$ cat src/hdl/multichannel_iir_filter_assert.svh
// assertion macros shared by the iir filter modules
`ifndef MULTICHANNEL_IIR_FILTER_ASSERT_SVH
`define MULTICHANNEL_IIR_FILTER_ASSERT_SVH

// same-cycle implication, checked outside reset
`define IIRF_ASSERT_SAME(label, ante, cons) \
    label: assert property (@(posedge clk) disable iff (!rst_n) (ante) |-> (cons)) \
        else $error("iir filter check failed");

// next-cycle implication, checked outside reset
`define IIRF_ASSERT_NEXT(label, ante, cons) \
    label: assert property (@(posedge clk) disable iff (!rst_n) (ante) |=> (cons)) \
        else $error("iir filter check failed");

`endif

$ cat src/hdl/iirf_pkg.sv
// shared constants, codes and types of the multichannel iir filter
package iirf_pkg;

    localparam int SAMPLE_W   = 32;
    localparam int COEF_W     = 32;
    localparam int PROD_W     = SAMPLE_W + COEF_W;
    // seven products need three guard bits
    localparam int ACC_W      = PROD_W + 3;
    localparam int FRAC_BITS  = 28;
    localparam int CH_W       = 4;
    localparam int ORDER_W    = 2;
    localparam int TERM_W     = 3;
    localparam int CFG_IDX_W  = 3;
    localparam int CFG_DATA_W = 32;

    localparam int DEF_CHANNELS  = 16;
    localparam int DEF_MAX_ORDER = 3;

    // item commands
    localparam logic CMD_FILTER  = 1'b0;
    localparam logic CMD_PRELOAD = 1'b1;

    // configuration register indexes
    localparam logic [CFG_IDX_W-1:0] CFG_ORDER = 3'd0;
    localparam logic [CFG_IDX_W-1:0] CFG_B0    = 3'd1;
    localparam logic [CFG_IDX_W-1:0] CFG_B1    = 3'd2;
    localparam logic [CFG_IDX_W-1:0] CFG_B2    = 3'd3;
    localparam logic [CFG_IDX_W-1:0] CFG_B3    = 3'd4;
    localparam logic [CFG_IDX_W-1:0] CFG_A1    = 3'd5;
    localparam logic [CFG_IDX_W-1:0] CFG_A2    = 3'd6;
    localparam logic [CFG_IDX_W-1:0] CFG_A3    = 3'd7;

    typedef logic signed [SAMPLE_W-1:0] sample_t;
    typedef logic signed [COEF_W-1:0]   coef_t;
    typedef logic signed [ACC_W-1:0]    acc_t;

    // sequencer controls for the shared multiply-accumulate unit
    typedef struct packed {
        logic issue;
        logic first;
        logic sub;
    } mac_ctrl_t;

endpackage

$ cat src/hdl/iirf_hist.sv
// per-channel input and output history rows with row valid bits
module iirf_hist
#(
    parameter int CHANNELS  = iirf_pkg::DEF_CHANNELS,
    parameter int MAX_ORDER = iirf_pkg::DEF_MAX_ORDER
)
(
    input  logic                                               clk,
    input  logic                                               rst_n,
    input  logic                                               rd_en,
    input  logic [((CHANNELS < (1 << iirf_pkg::CH_W) ? CHANNELS
                   : (1 << iirf_pkg::CH_W)) > 1
                  ? $clog2(CHANNELS < (1 << iirf_pkg::CH_W) ? CHANNELS
                   : (1 << iirf_pkg::CH_W)) : 1)-1:0]          rd_addr,
    output logic [MAX_ORDER*iirf_pkg::SAMPLE_W-1:0]            rd_x,
    output logic [MAX_ORDER*iirf_pkg::SAMPLE_W-1:0]            rd_y,
    input  logic                                               wr_en,
    input  logic [((CHANNELS < (1 << iirf_pkg::CH_W) ? CHANNELS
                   : (1 << iirf_pkg::CH_W)) > 1
                  ? $clog2(CHANNELS < (1 << iirf_pkg::CH_W) ? CHANNELS
                   : (1 << iirf_pkg::CH_W)) : 1)-1:0]          wr_addr,
    input  logic [MAX_ORDER*iirf_pkg::SAMPLE_W-1:0]            wr_x,
    input  logic [MAX_ORDER*iirf_pkg::SAMPLE_W-1:0]            wr_y
);

    // only channels reachable through the channel field get a row
    localparam int ROWS  = (CHANNELS < (1 << iirf_pkg::CH_W)) ? CHANNELS
                           : (1 << iirf_pkg::CH_W);
    localparam int ROW_W = MAX_ORDER * iirf_pkg::SAMPLE_W;

    logic [ROW_W-1:0] x_mem_reg [ROWS];
    logic [ROW_W-1:0] y_mem_reg [ROWS];
    logic [ROWS-1:0]  row_vld_reg;
    logic [ROW_W-1:0] rd_x_reg;
    logic [ROW_W-1:0] rd_y_reg;
    logic             rd_vld_reg;

    // memory write and registered read
    always_ff @(posedge clk)
    begin
        if (wr_en)
        begin
            x_mem_reg[wr_addr] <= wr_x;
            y_mem_reg[wr_addr] <= wr_y;
        end
        if (rd_en)
        begin
            rd_x_reg <= x_mem_reg[rd_addr];
            rd_y_reg <= y_mem_reg[rd_addr];
        end
    end

    // row valid bits, cleared at reset so untouched rows read as zero
    always_ff @(posedge clk or negedge rst_n)
    begin
        if (!rst_n)
        begin
            row_vld_reg <= '0;
            rd_vld_reg  <= 1'b0;
        end
        else
        begin
            if (wr_en)
            begin
                row_vld_reg[wr_addr] <= 1'b1;
            end
            if (rd_en)
            begin
                rd_vld_reg <= row_vld_reg[rd_addr];
            end
        end
    end

    assign rd_x = rd_vld_reg ? rd_x_reg : '0;
    assign rd_y = rd_vld_reg ? rd_y_reg : '0;

endmodule

$ cat config.mk
export PLATFORM = sky130hd
export DESIGN_NAME = iirf_hist
export DESIGN_NICKNAME = d
export VERILOG_FILES = /design/src/hdl/multichannel_iir_filter_assert.svh /design/src/hdl/iirf_pkg.sv /design/src/hdl/iirf_hist.sv
export SDC_FILE = /design/constraint.sdc
export NUM_CORES = 2
export LEC_CHECK = 0
export BUFFER_PORTS_ARGS = -buffer_cell sky130_fd_sc_hd__buf_2
export CORE_ASPECT_RATIO = 0.6
export CORE_MARGIN = 2
export CORE_UTILIZATION = 41
export DETAILED_ROUTE_END_ITERATION = 16
export GPL_TIMING_DRIVEN = 0
export PLACE_DENSITY_LB_ADDON = 0.25
export SYNTH_ARGS = -nofsm -noshare
export SYNTH_HDL_FRONTEND = slang
export SYNTH_SLANG_ARGS = --single-unit
$ cat constraint.sdc
create_clock -name clk -period 2.35 [get_ports clk]
set_clock_uncertainty 0.05 [all_clocks]
set_input_delay 0.235 -clock clk [delete_from_list [all_inputs] [get_ports clk]]
set_output_delay 0.235 -clock clk [all_outputs]
set_load 0.02 [all_outputs]
==> flow_summary.json <==
{
  "io_buffers": 391,
  "cts.reportedPaths.clkPinSlew_ps": 60,
  "hold_slack_ps": 67.4,
  "cts_max_path_buffers": 4,
  "dp_slack_ps": -1630,
  "dp_cells": 9596,
  "p_sw_mw": 27.4,
  "synth_cell_types": 23,
  "hp-class": "in -> reg",
  "synthCells": 4998,
  "initial_core_util_pct": 41.4,
  "rsz0062_at_grt": "true",
  "final_cell_mix": "edfxtp_1 (3264), mux4_2 (880), clkbuf_16 (342)",
  "grt_start_max_net_pins": 64,
  "coreArea_mm2": 0.298,
  "yosysSeqAreaShare_pct": 79.8,
  "track_usage_pct": 21.9,
  "yosys.area.top_type_share_pct": 79.4,
  "antenna_found_initial": 77,
  "grt_pass1_wl_um": 469000,
  "globalRouteMet2Util_pct": 34.7,
  "wl_per_cell_um": 32.8,
  "routed-via-count": 59100,
  "yosysTopAreaCell": "edfxtp_1",
  "synth_top_family_by_area": "multiplexers",
  "pwr-share-clk_pct": 38.0,
  "worstPathRequired_ps": 2070,
  "synth_compound_area_share_pct": 0.867,
  "yosys.area_share.simple_pct": 1.58,
  "setup_violations": 161,
  "instances_no_fill": 10400,
  "status": "finished with violations",
  "r2r_slack_ps": 430,
  "cts_tree": "yes",
  "p_comb_share_pct": 8.6,
  "drcViolationCount": 0,
  "final_area_mm2": 0.149,
  "die_h_um": 429,
  "grt.overflow.total": 0,
  "use_met1_pct": 31.1,
  "crit_path_start_kind": "register",
  "areaGrowthSynthToFinish_pct": 20.5,
  "first_pass_iters": 5,
  "final_max_slew_viol_count": 0,
  "multi_input_area_mm2": 0.0242,
  "max_clock_freq_mhz": 400,
  "fin_util_pct": 49.8,
  "syn_nets": 5202,
  "ir_drop_mv": 0.640,
  "hpwlAfterDp_um": 221000,
  "power.density_mw_per_mm2": 835,
  "power_mw": 124,
  "critPathKind": "reg -> out",
  "ant_nets": 0,
  "drv_cap": 0,
  "pin_count": 396,
  "ff_latch_area_mm2": 0.0984,
  "seq_power_share_pct": 53.4,
  "setup_tns_ps": -11030,
  "p_sw_share_pct": 22.1,
  "internal-power_mw": 96.7,
  "arrival_ps": 2220,
  "hold_viol": 0,
  "syn_area_mm2": 0.123,
  "cts-root-buf": "clkbuf_16",
  "wl_um": 341000,
  "synthMuxAreaShare_pct": 16.8,
  "mostFrequentLayoutCell": "edfxtp_1",
  "ys_top_cells_by_area": "edfxtp_1 (79%), mux4_2 (16%), and2_1 (1.2%)",
  "fin_crit_sh_pct": 106,
  "yosys.area_share.adder_pct": 0,
  "die_area_mm2": 0.305,
  "cts_buffers": 305,
  "worst_slew_pin_slew_ps": 1310,
  "placed_area_mm2": 0.135,
  "vias_per_cell": 5.68,
  "cp-end-kind": "output port",
  "cp_max_fo": 11,
  "slew_headroom_pct": 12.9,
  "fillers": 23600,
  "cts.sinks": 3281,
  "min_period_ps": 2500,
  "rows": 155,
  "timing.final.ws_setup_ps": -151,
  "p_leak_nw": 47.7,
  "gp_congestion": 0.721,
  "grt_util_met3_pct": 4.88,
  "grt.busiest_layer": "met2",
  "yosysWarningCount": 0,
  "fin_nets": 6340,
  "synth-xor-area-share_pct": 0,
  "clock_latency_ps": 860,
  "htree_levels": 5,
  "die_x_um": 712,
  "violations": "negative setup slack",
  "drive_gt1_share_pct": 35.3,
  "synth_seq_cells": 3281,
  "grt_pass1_vias": 59300,
  "drt-initial-drc-count": 7508,
  "syn_avg_cell_area_um2": 24.7
}
[final timing paths]
kind | startpoint | endpoint | cells after the start
worst max-delay path | rd_vld_reg | rd_x[56] | 5
min in group asynchronous | rst_n | row_vld_reg[8] | 3
max in group asynchronous | rst_n | rd_vld_reg | 3
worst min-delay path | wr_addr[3] | x_mem_reg[3][39] | 3
worst min register to register | row_vld_reg[14] | row_vld_reg[14] | 1
worst max register to register | y_mem_reg[3][76] | rd_y_reg[76] | 4
[Yosys cell counts, drive strengths merged]
library cell	n
a211oi	86
a21oi	83
and2	236
buf	137
clkbuf	127
dfrtp	17
edfxtp	3264
inv	1
mux2i	85
mux4	880
nand2	1
nand2b	2
nand3	1
nand3b	2
nor2	13
nor2b	40
nor3	5
o311ai	1
or2	16
or3b	1
[metal layers]
layer	routed length [um]	up-vias	share of wire (%)
li1	-	23700	-
met1	142000	32200	42
met2	161000	2611	47
met3	27600	496	8.1
met4	9240	48	2.7
met5	295	-	0.087
[worst max-delay path: stages, from the launching register on]
cell       delay [ps]
dfrtp_2           370
buf_12            150
clkbuf_16         200
clkbuf_16         210
and2_4            230
buf_6             130
[timing repair]
action / 4_1_cts / 5_1_grt
gates resized for setup: 534 / 132
pin swaps: 27 / 40
hold endpoints to repair: 3183 / 25
setup buffers: 10 / 7
gates cloned: 12 / 4
setup endpoints to repair: 395 / 289
hold buffers: 212 / 2
[kinds of logic (layout without fill, tap and decap cells)]
| group | after synthesis | in the layout |
|---|---|---|
| flops | 3281 | 3281 |
| mux | 965 | 965 |
| simple gates | 317 | 317 |
| buf+inv | 265 | 1633 |
| compound gates | 170 | 170 |
| other cells | 0 | 28 |
[final cells by class]
| class | count | area share, % |
|---|---|---|
| flip-flops and latches | 3281 | 66.2 |
| multi-input cells | 1452 | 16.3 |
| repair buffers | 836 | 6.71 |
| clock buffers | 389 | 5.50 |
| well taps | 4003 | 3.37 |
| plain buffers | 259 | 1.14 |
| clock inverters | 148 | 0.731 |
| diodes | 28 | 0.0471 |
| inverters | 1 | 0.00252 |
[power groups by stage]
stage | logic, mW | clock network [mW] | registers [mW]
2_1_floorplan | 4.44 | 0 | 67.4
3_3_place_gp | 8.33 | 0 | 67.7
3_5_place_dp | 8.76 | 0 | 67.5
4_1_cts | 10.6 | 48.1 | 66.3
5_1_grt | 11.2 | 50.2 | 66.3
6_report | 10.7 | 47.2 | 66.3
Note: power is estimated with default switching activity, not from simulation.
