===== src/hdl/multichannel_iir_filter_assert.svh =====
// assertion macros shared by the iir filter modules
`ifndef MULTICHANNEL_IIR_FILTER_ASSERT_SVH
`define MULTICHANNEL_IIR_FILTER_ASSERT_SVH

// same-cycle implication, checked outside reset
`define IIRF_ASSERT_SAME(label, ante, cons) \
    label: assert property (@(posedge clk) disable iff (!rst_n) (ante) |-> (cons)) \
        else $error("iir filter check failed");

// next-cycle implication, checked outside reset
`define IIRF_ASSERT_NEXT(label, ante, cons) \
    label: assert property (@(posedge clk) disable iff (!rst_n) (ante) |=> (cons)) \
        else $error("iir filter check failed");

`endif


===== src/hdl/iirf_pkg.sv =====
// shared constants, codes and types of the multichannel iir filter
package iirf_pkg;

    localparam int SAMPLE_W   = 32;
    localparam int COEF_W     = 32;
    localparam int PROD_W     = SAMPLE_W + COEF_W;
    // seven products need three guard bits
    localparam int ACC_W      = PROD_W + 3;
    localparam int FRAC_BITS  = 28;
    localparam int CH_W       = 4;
    localparam int ORDER_W    = 2;
    localparam int TERM_W     = 3;
    localparam int CFG_IDX_W  = 3;
    localparam int CFG_DATA_W = 32;

    localparam int DEF_CHANNELS  = 16;
    localparam int DEF_MAX_ORDER = 3;

    // item commands
    localparam logic CMD_FILTER  = 1'b0;
    localparam logic CMD_PRELOAD = 1'b1;

    // configuration register indexes
    localparam logic [CFG_IDX_W-1:0] CFG_ORDER = 3'd0;
    localparam logic [CFG_IDX_W-1:0] CFG_B0    = 3'd1;
    localparam logic [CFG_IDX_W-1:0] CFG_B1    = 3'd2;
    localparam logic [CFG_IDX_W-1:0] CFG_B2    = 3'd3;
    localparam logic [CFG_IDX_W-1:0] CFG_B3    = 3'd4;
    localparam logic [CFG_IDX_W-1:0] CFG_A1    = 3'd5;
    localparam logic [CFG_IDX_W-1:0] CFG_A2    = 3'd6;
    localparam logic [CFG_IDX_W-1:0] CFG_A3    = 3'd7;

    typedef logic signed [SAMPLE_W-1:0] sample_t;
    typedef logic signed [COEF_W-1:0]   coef_t;
    typedef logic signed [ACC_W-1:0]    acc_t;

    // sequencer controls for the shared multiply-accumulate unit
    typedef struct packed {
        logic issue;
        logic first;
        logic sub;
    } mac_ctrl_t;

endpackage


===== src/hdl/iirf_mac.sv =====
// shared multiply-accumulate unit: registered product, then wide accumulate
module iirf_mac
(
    input  logic                clk,
    input  logic                rst_n,
    input  iirf_pkg::mac_ctrl_t ctrl,
    input  iirf_pkg::sample_t   op_a,
    input  iirf_pkg::coef_t     op_b,
    output iirf_pkg::acc_t      acc
);

    logic signed [iirf_pkg::PROD_W-1:0] prod_reg;
    logic                               prod_vld_reg;
    logic                               prod_first_reg;
    logic                               prod_sub_reg;
    iirf_pkg::acc_t                     acc_reg;
    iirf_pkg::acc_t                     acc_next;
    iirf_pkg::acc_t                     acc_base;
    iirf_pkg::acc_t                     prod_ext;

    // product stage control
    always_ff @(posedge clk or negedge rst_n)
    begin
        if (!rst_n)
        begin
            prod_vld_reg   <= 1'b0;
            prod_first_reg <= 1'b0;
            prod_sub_reg   <= 1'b0;
        end
        else
        begin
            prod_vld_reg   <= ctrl.issue;
            prod_first_reg <= ctrl.first;
            prod_sub_reg   <= ctrl.sub;
        end
    end

    // one 32x32 signed multiply per cycle while ctrl.issue is high
    always_ff @(posedge clk)
    begin
        if (ctrl.issue)
        begin
            prod_reg <= op_a * op_b;
        end
    end

    // accumulate or subtract the registered product
    always_comb
    begin
        prod_ext = iirf_pkg::ACC_W'(prod_reg);
        acc_base = prod_first_reg ? '0 : acc_reg;
        acc_next = prod_sub_reg ? (acc_base - prod_ext) : (acc_base + prod_ext);
    end

    always_ff @(posedge clk)
    begin
        if (prod_vld_reg)
        begin
            acc_reg <= acc_next;
        end
    end

    assign acc = acc_reg;

endmodule


===== config.mk =====
export PLATFORM = sky130hd
export DESIGN_NAME = iirf_mac
export DESIGN_NICKNAME = d
export VERILOG_FILES = /design/src/hdl/multichannel_iir_filter_assert.svh /design/src/hdl/iirf_pkg.sv /design/src/hdl/iirf_mac.sv
export SDC_FILE = /design/constraint.sdc
export NUM_CORES = 2
export LEC_CHECK = 0
export BUFFER_PORTS_ARGS = -buffer_cell sky130_fd_sc_hd__clkbuf_2
export CAP_MARGIN = 20
export CORE_AREA = 4 4 433 435
export CTS_CLUSTER_DIAMETER = 60
export DETAILED_ROUTE_END_ITERATION = 12
export DIE_AREA = 0 0 437 439
export PLACE_DENSITY = 0.38
export SETUP_SLACK_MARGIN = 0.05
export SLEW_MARGIN = 0
export SYNTH_ARGS = -nofsm -noshare
export SYNTH_HDL_FRONTEND = slang
export SYNTH_SLANG_ARGS = --single-unit

===== constraint.sdc =====
create_clock -name clk -period 10.7 [get_ports clk]
set_input_delay 1.07 -clock clk [delete_from_list [all_inputs] [get_ports clk]]
set_output_delay 1.07 -clock clk [all_outputs]
set_load 0.1 [all_outputs]

==> run_summary.xml <==
<?xml version="1.0" encoding="UTF-8"?>
<metrics>
  <group name="outcome">
    <metric name="outcome" unit="">completed</metric>
  </group>
  <group name="logic_synthesis">
    <metric name="synth_mux_area_share" unit="%">0.0875</metric>
    <metric name="netlist_area" unit="um2">45800</metric>
    <metric name="dominantRegCellSynth" unit="">edfxtp_1</metric>
    <metric name="area_share_of_and_or_nand_nor_cells_after_synthesis" unit="%">16.5</metric>
    <metric name="synth_fa_ha_area_share" unit="%">54.2</metric>
    <metric name="postSynthRegisterBits" unit="">134</metric>
    <metric name="synth.yosys.warnings" unit="">0</metric>
    <metric name="avgSynthCellArea" unit="um2">9.42</metric>
    <metric name="mappedNetlistNets" unit="">6259</metric>
    <metric name="synth_cells" unit="">4856</metric>
    <metric name="synth_top_family_by_area" unit="">adder cells</metric>
    <metric name="synth_compound_area_share" unit="%">6.66</metric>
    <metric name="synth_enable_flop_cells" unit="">131</metric>
    <metric name="yosys.cell_types.count" unit="">74</metric>
    <metric name="post_synth_xor_area_fraction" unit="%">3.67</metric>
    <metric name="synth-async-reset-ratio" unit="%">2.24</metric>
    <metric name="seq_area_frac_synth" unit="%">8.76</metric>
  </group>
  <group name="clock_network">
    <metric name="total_of_cells_resized_after_clock_tree_synthesis" unit="">0</metric>
    <metric name="clock-sinks" unit="">134</metric>
    <metric name="clock_tree_from_tritoncts" unit="">done</metric>
    <metric name="post_cts_hold_buffer_count" unit="">0</metric>
    <metric name="clock_latency" unit="ps">500</metric>
    <metric name="clk_transition_reported_paths" unit="ps">50</metric>
    <metric name="cts_buffers" unit="">25</metric>
    <metric name="post_cts_buffers" unit="">0</metric>
    <metric name="clock_tree.root_cell" unit="">clkbuf_16</metric>
    <metric name="cts.htree.levels" unit="">4</metric>
    <metric name="cts_buffer_depth" unit="">3</metric>
  </group>
  <group name="critical_path">
    <metric name="rr_worst_depth" unit="">19</metric>
    <metric name="critical_path_arrival" unit="ps">9130</metric>
    <metric name="worst_setup_path_endpoint" unit="">prod_reg[59]</metric>
    <metric name="rrSetupSlack" unit="ps">4330</metric>
    <metric name="r2r-end" unit="">acc[66]</metric>
    <metric name="worst_ep_required_time" unit="ps">10930</metric>
    <metric name="cp-end-kind" unit="">register</metric>
    <metric name="critical_path.startpoint" unit="">op_a[31]</metric>
    <metric name="crit_path_max_fo" unit="">32</metric>
    <metric name="timing.rr.start" unit="">prod_reg[13]</metric>
    <metric name="setup.worst_path.class" unit="">in2reg</metric>
    <metric name="startpoint_type" unit="">input port</metric>
  </group>
  <group name="detailed_routing">
    <metric name="num_vias" unit="">32100</metric>
    <metric name="detail_route.iter0.violations" unit="">1894</metric>
    <metric name="detail_route.vias_per_cell" unit="">4.40</metric>
    <metric name="drtAntennaViolNets" unit="">0</metric>
    <metric name="wl_met1" unit="mm">75.7</metric>
    <metric name="route.final.wire_length" unit="mm">152</metric>
    <metric name="drt_pass1_iterations" unit="">5</metric>
    <metric name="detailroute.wirelength.met2" unit="mm">65.9</metric>
    <metric name="routed.top_layer" unit="">met5</metric>
    <metric name="route.met3.wl" unit="mm">7.97</metric>
    <metric name="detailed_route_drc_error_count" unit="">0</metric>
    <metric name="route.detailed.wl_per_inst" unit="um">20.9</metric>
  </group>
  <group name="finish">
    <metric name="largest_register_ff_count" unit="">67</metric>
    <metric name="final_nets" unit="">6221</metric>
    <metric name="fillCellCount" unit="">19700</metric>
    <metric name="flow.area_growth_from_synthesis" unit="%">8.56</metric>
    <metric name="final_layout_size_suffix_gt1_share" unit="%">5.00</metric>
  </group>
  <group name="grt">
    <metric name="antenna_found_initial" unit="">17</metric>
    <metric name="globalRoute.totalOverflow" unit="">0</metric>
    <metric name="first_pass_grt_wire_length" unit="mm">233</metric>
    <metric name="total_routing_usage_gr" unit="%">16.0</metric>
    <metric name="first_global_vias" unit="">35500</metric>
    <metric name="grt_max_degree" unit="">63</metric>
  </group>
  <group name="timing">
    <metric name="number_of_hold_violations_in_the_final_report" unit="">0</metric>
    <metric name="finalWorstPathRequiredPeriod" unit="ps">8900</metric>
    <metric name="timing.final.setup_violations" unit="">0</metric>
    <metric name="rsz_0062_raised_after_global_routing" unit="">false</metric>
    <metric name="maxClockFrequency" unit="MHz">112</metric>
    <metric name="final.period_utilization" unit="%">83.2</metric>
    <metric name="hold_slack" unit="ps">376</metric>
    <metric name="setup_tns" unit="ps">0</metric>
    <metric name="max_slew_margin" unit="%">23.5</metric>
    <metric name="timing.clock.skew" unit="ps">21.0</metric>
    <metric name="tightest_slew" unit="ps">1150</metric>
    <metric name="maxSlewViolCount" unit="">0</metric>
  </group>
  <group name="die">
    <metric name="die-area" unit="um2">192000</metric>
    <metric name="dieWidth" unit="um">437</metric>
    <metric name="start_util" unit="%">25.0</metric>
    <metric name="core-area" unit="um2">183000</metric>
    <metric name="io_pins" unit="">136</metric>
    <metric name="die_height" unit="um">439</metric>
    <metric name="floorplan.rows" unit="">157</metric>
  </group>
  <group name="placed_design">
    <metric name="hpwlAfterDp" unit="mm">126</metric>
    <metric name="finalWeightedCongestion" unit="">0.817</metric>
    <metric name="placement.io_buffers" unit="">135</metric>
  </group>
  <group name="flow_run">
    <metric name="drv.max_cap_violation_count" unit="">0</metric>
  </group>
  <group name="hold_path">
    <metric name="hold_path_class" unit="">in2async</metric>
  </group>
</metrics>
-- placed cells by master (no fill, tap or decap), types with 40 or more instances in the layout --
cell type     n
o21ai_0      73
xor2_1       53
ha_1        251
nand2_1     577
a21oi_1     166
fa_1       1083
clkbuf_2    134
nor2b_1      81
edfxtp_1    131
a21o_1       80
and2_1      515
nor3_1       40
buf_4        55
xnor2_1     139
nor2_1      127
inv_1       977
-- Yosys cell counts (4+ instances only) --
cell type,number,area (um2)
a221o_1,5,50.1
a41oi_1,6,52.6
a31o_2,6,52.6
edfxtp_1,131,3930
a21oi_1,166,831
a21boi_0,5,37.5
inv_1,977,3670
o31a_1,4,35.0
xnor2_1,139,1220
nand2b_1,25,156
nor2_1,127,477
mux2i_1,4,40.0
a21o_1,80,601
and2_1,515,3220
a2111oi_0,4,35.0
or3_1,5,31.3
nand3b_1,6,45.0
clkbuf_1,248,931
and3_1,12,75.1
nor3_1,40,200
nand2_1,577,2170
o211ai_1,14,105
o31ai_1,6,45.0
o21ai_0,73,365
a31oi_1,23,144
fa_1,1083,21700
a221oi_1,4,35.0
a211oi_1,13,97.6
or4_1,4,30.0
buf_1,6,22.5
ha_1,251,3140
nand4_1,24,150
nor4_1,6,37.5
nor3b_1,4,30.0
o21a_1,15,113
xor2_1,53,464
o21bai_1,18,135
o2111ai_1,5,43.8
nor2b_1,81,507
or2_2,5,31.3
nand3_1,34,170
-- area by class of cell --
cell class	count	area, um2	area share, %
clock buffer	26	629	1.27
timing repair buffer	190	1090	2.19
sequential	134	4010	8.08
tap	2464	3080	6.21
multi-input combinational	3490	37100	74.7
clock inverter	6	52.6	0.106
inverter	977	3670	7.38
antenna	7	17.5	0.0353
-- critical path, stage by stage --
cell and delay, ps:
clkbuf_2 560, nand2_1 280, inv_1 150, fa_1 440, inv_1 200, fa_1 440
inv_1 210, fa_1 500, fa_1 520, buf_4 230, inv_1 240, fa_1 540
fa_1 560, fa_1 430, fa_1 510, inv_1 50, ha_1 410, nand3_1 180
or3_1 400, nor3_1 160, and4b_1 220, nor3_1 100, o31ai_1 380, a21boi_0 180
xnor2_1 150
-- routing by layer --
layer  up-vias  track usage [%]
li1      14600                -
met1     16700             24.0
met2       700             24.5
met3       113             2.54
met4         8             3.03
met5         -                0
-- how the worst min path moves through the flow --
stage	start	endpoint	slack, ps
6_report	rst_n	prod_first_reg	380
5_1_grt	rst_n	prod_first_reg	360
4_1_cts	rst_n	prod_first_reg	340
3_5_place_dp	prod_vld_reg	acc[61]	750
3_3_place_gp	prod_vld_reg	acc[61]	750
2_1_floorplan	prod_reg[0]	acc[0]	690
-- kinds of logic after synthesis --
logic type	Yosys count
simple gates	1484
fa+ha+maj	1334
buf+inv	1232
compound gates	476
xor+xnor	192
flops	134
mux	4
-- stage by stage --
stage	setup slack [ps]	utilization (%)	instances	area, um2
global route	1210	27.1	7290	49700
CTS	1700	27.1	7287	49700
finish	1800	27.1	7294	49700
detailed placement	1210	26.8	7255	49000
global placement	1180	26.8	7255	49000
floorplan	1980	-	4856	45800
Power is left out: the tool's default activity adds up to more than one toggle a clock period on the data nets, which glitch-free logic cannot reach.
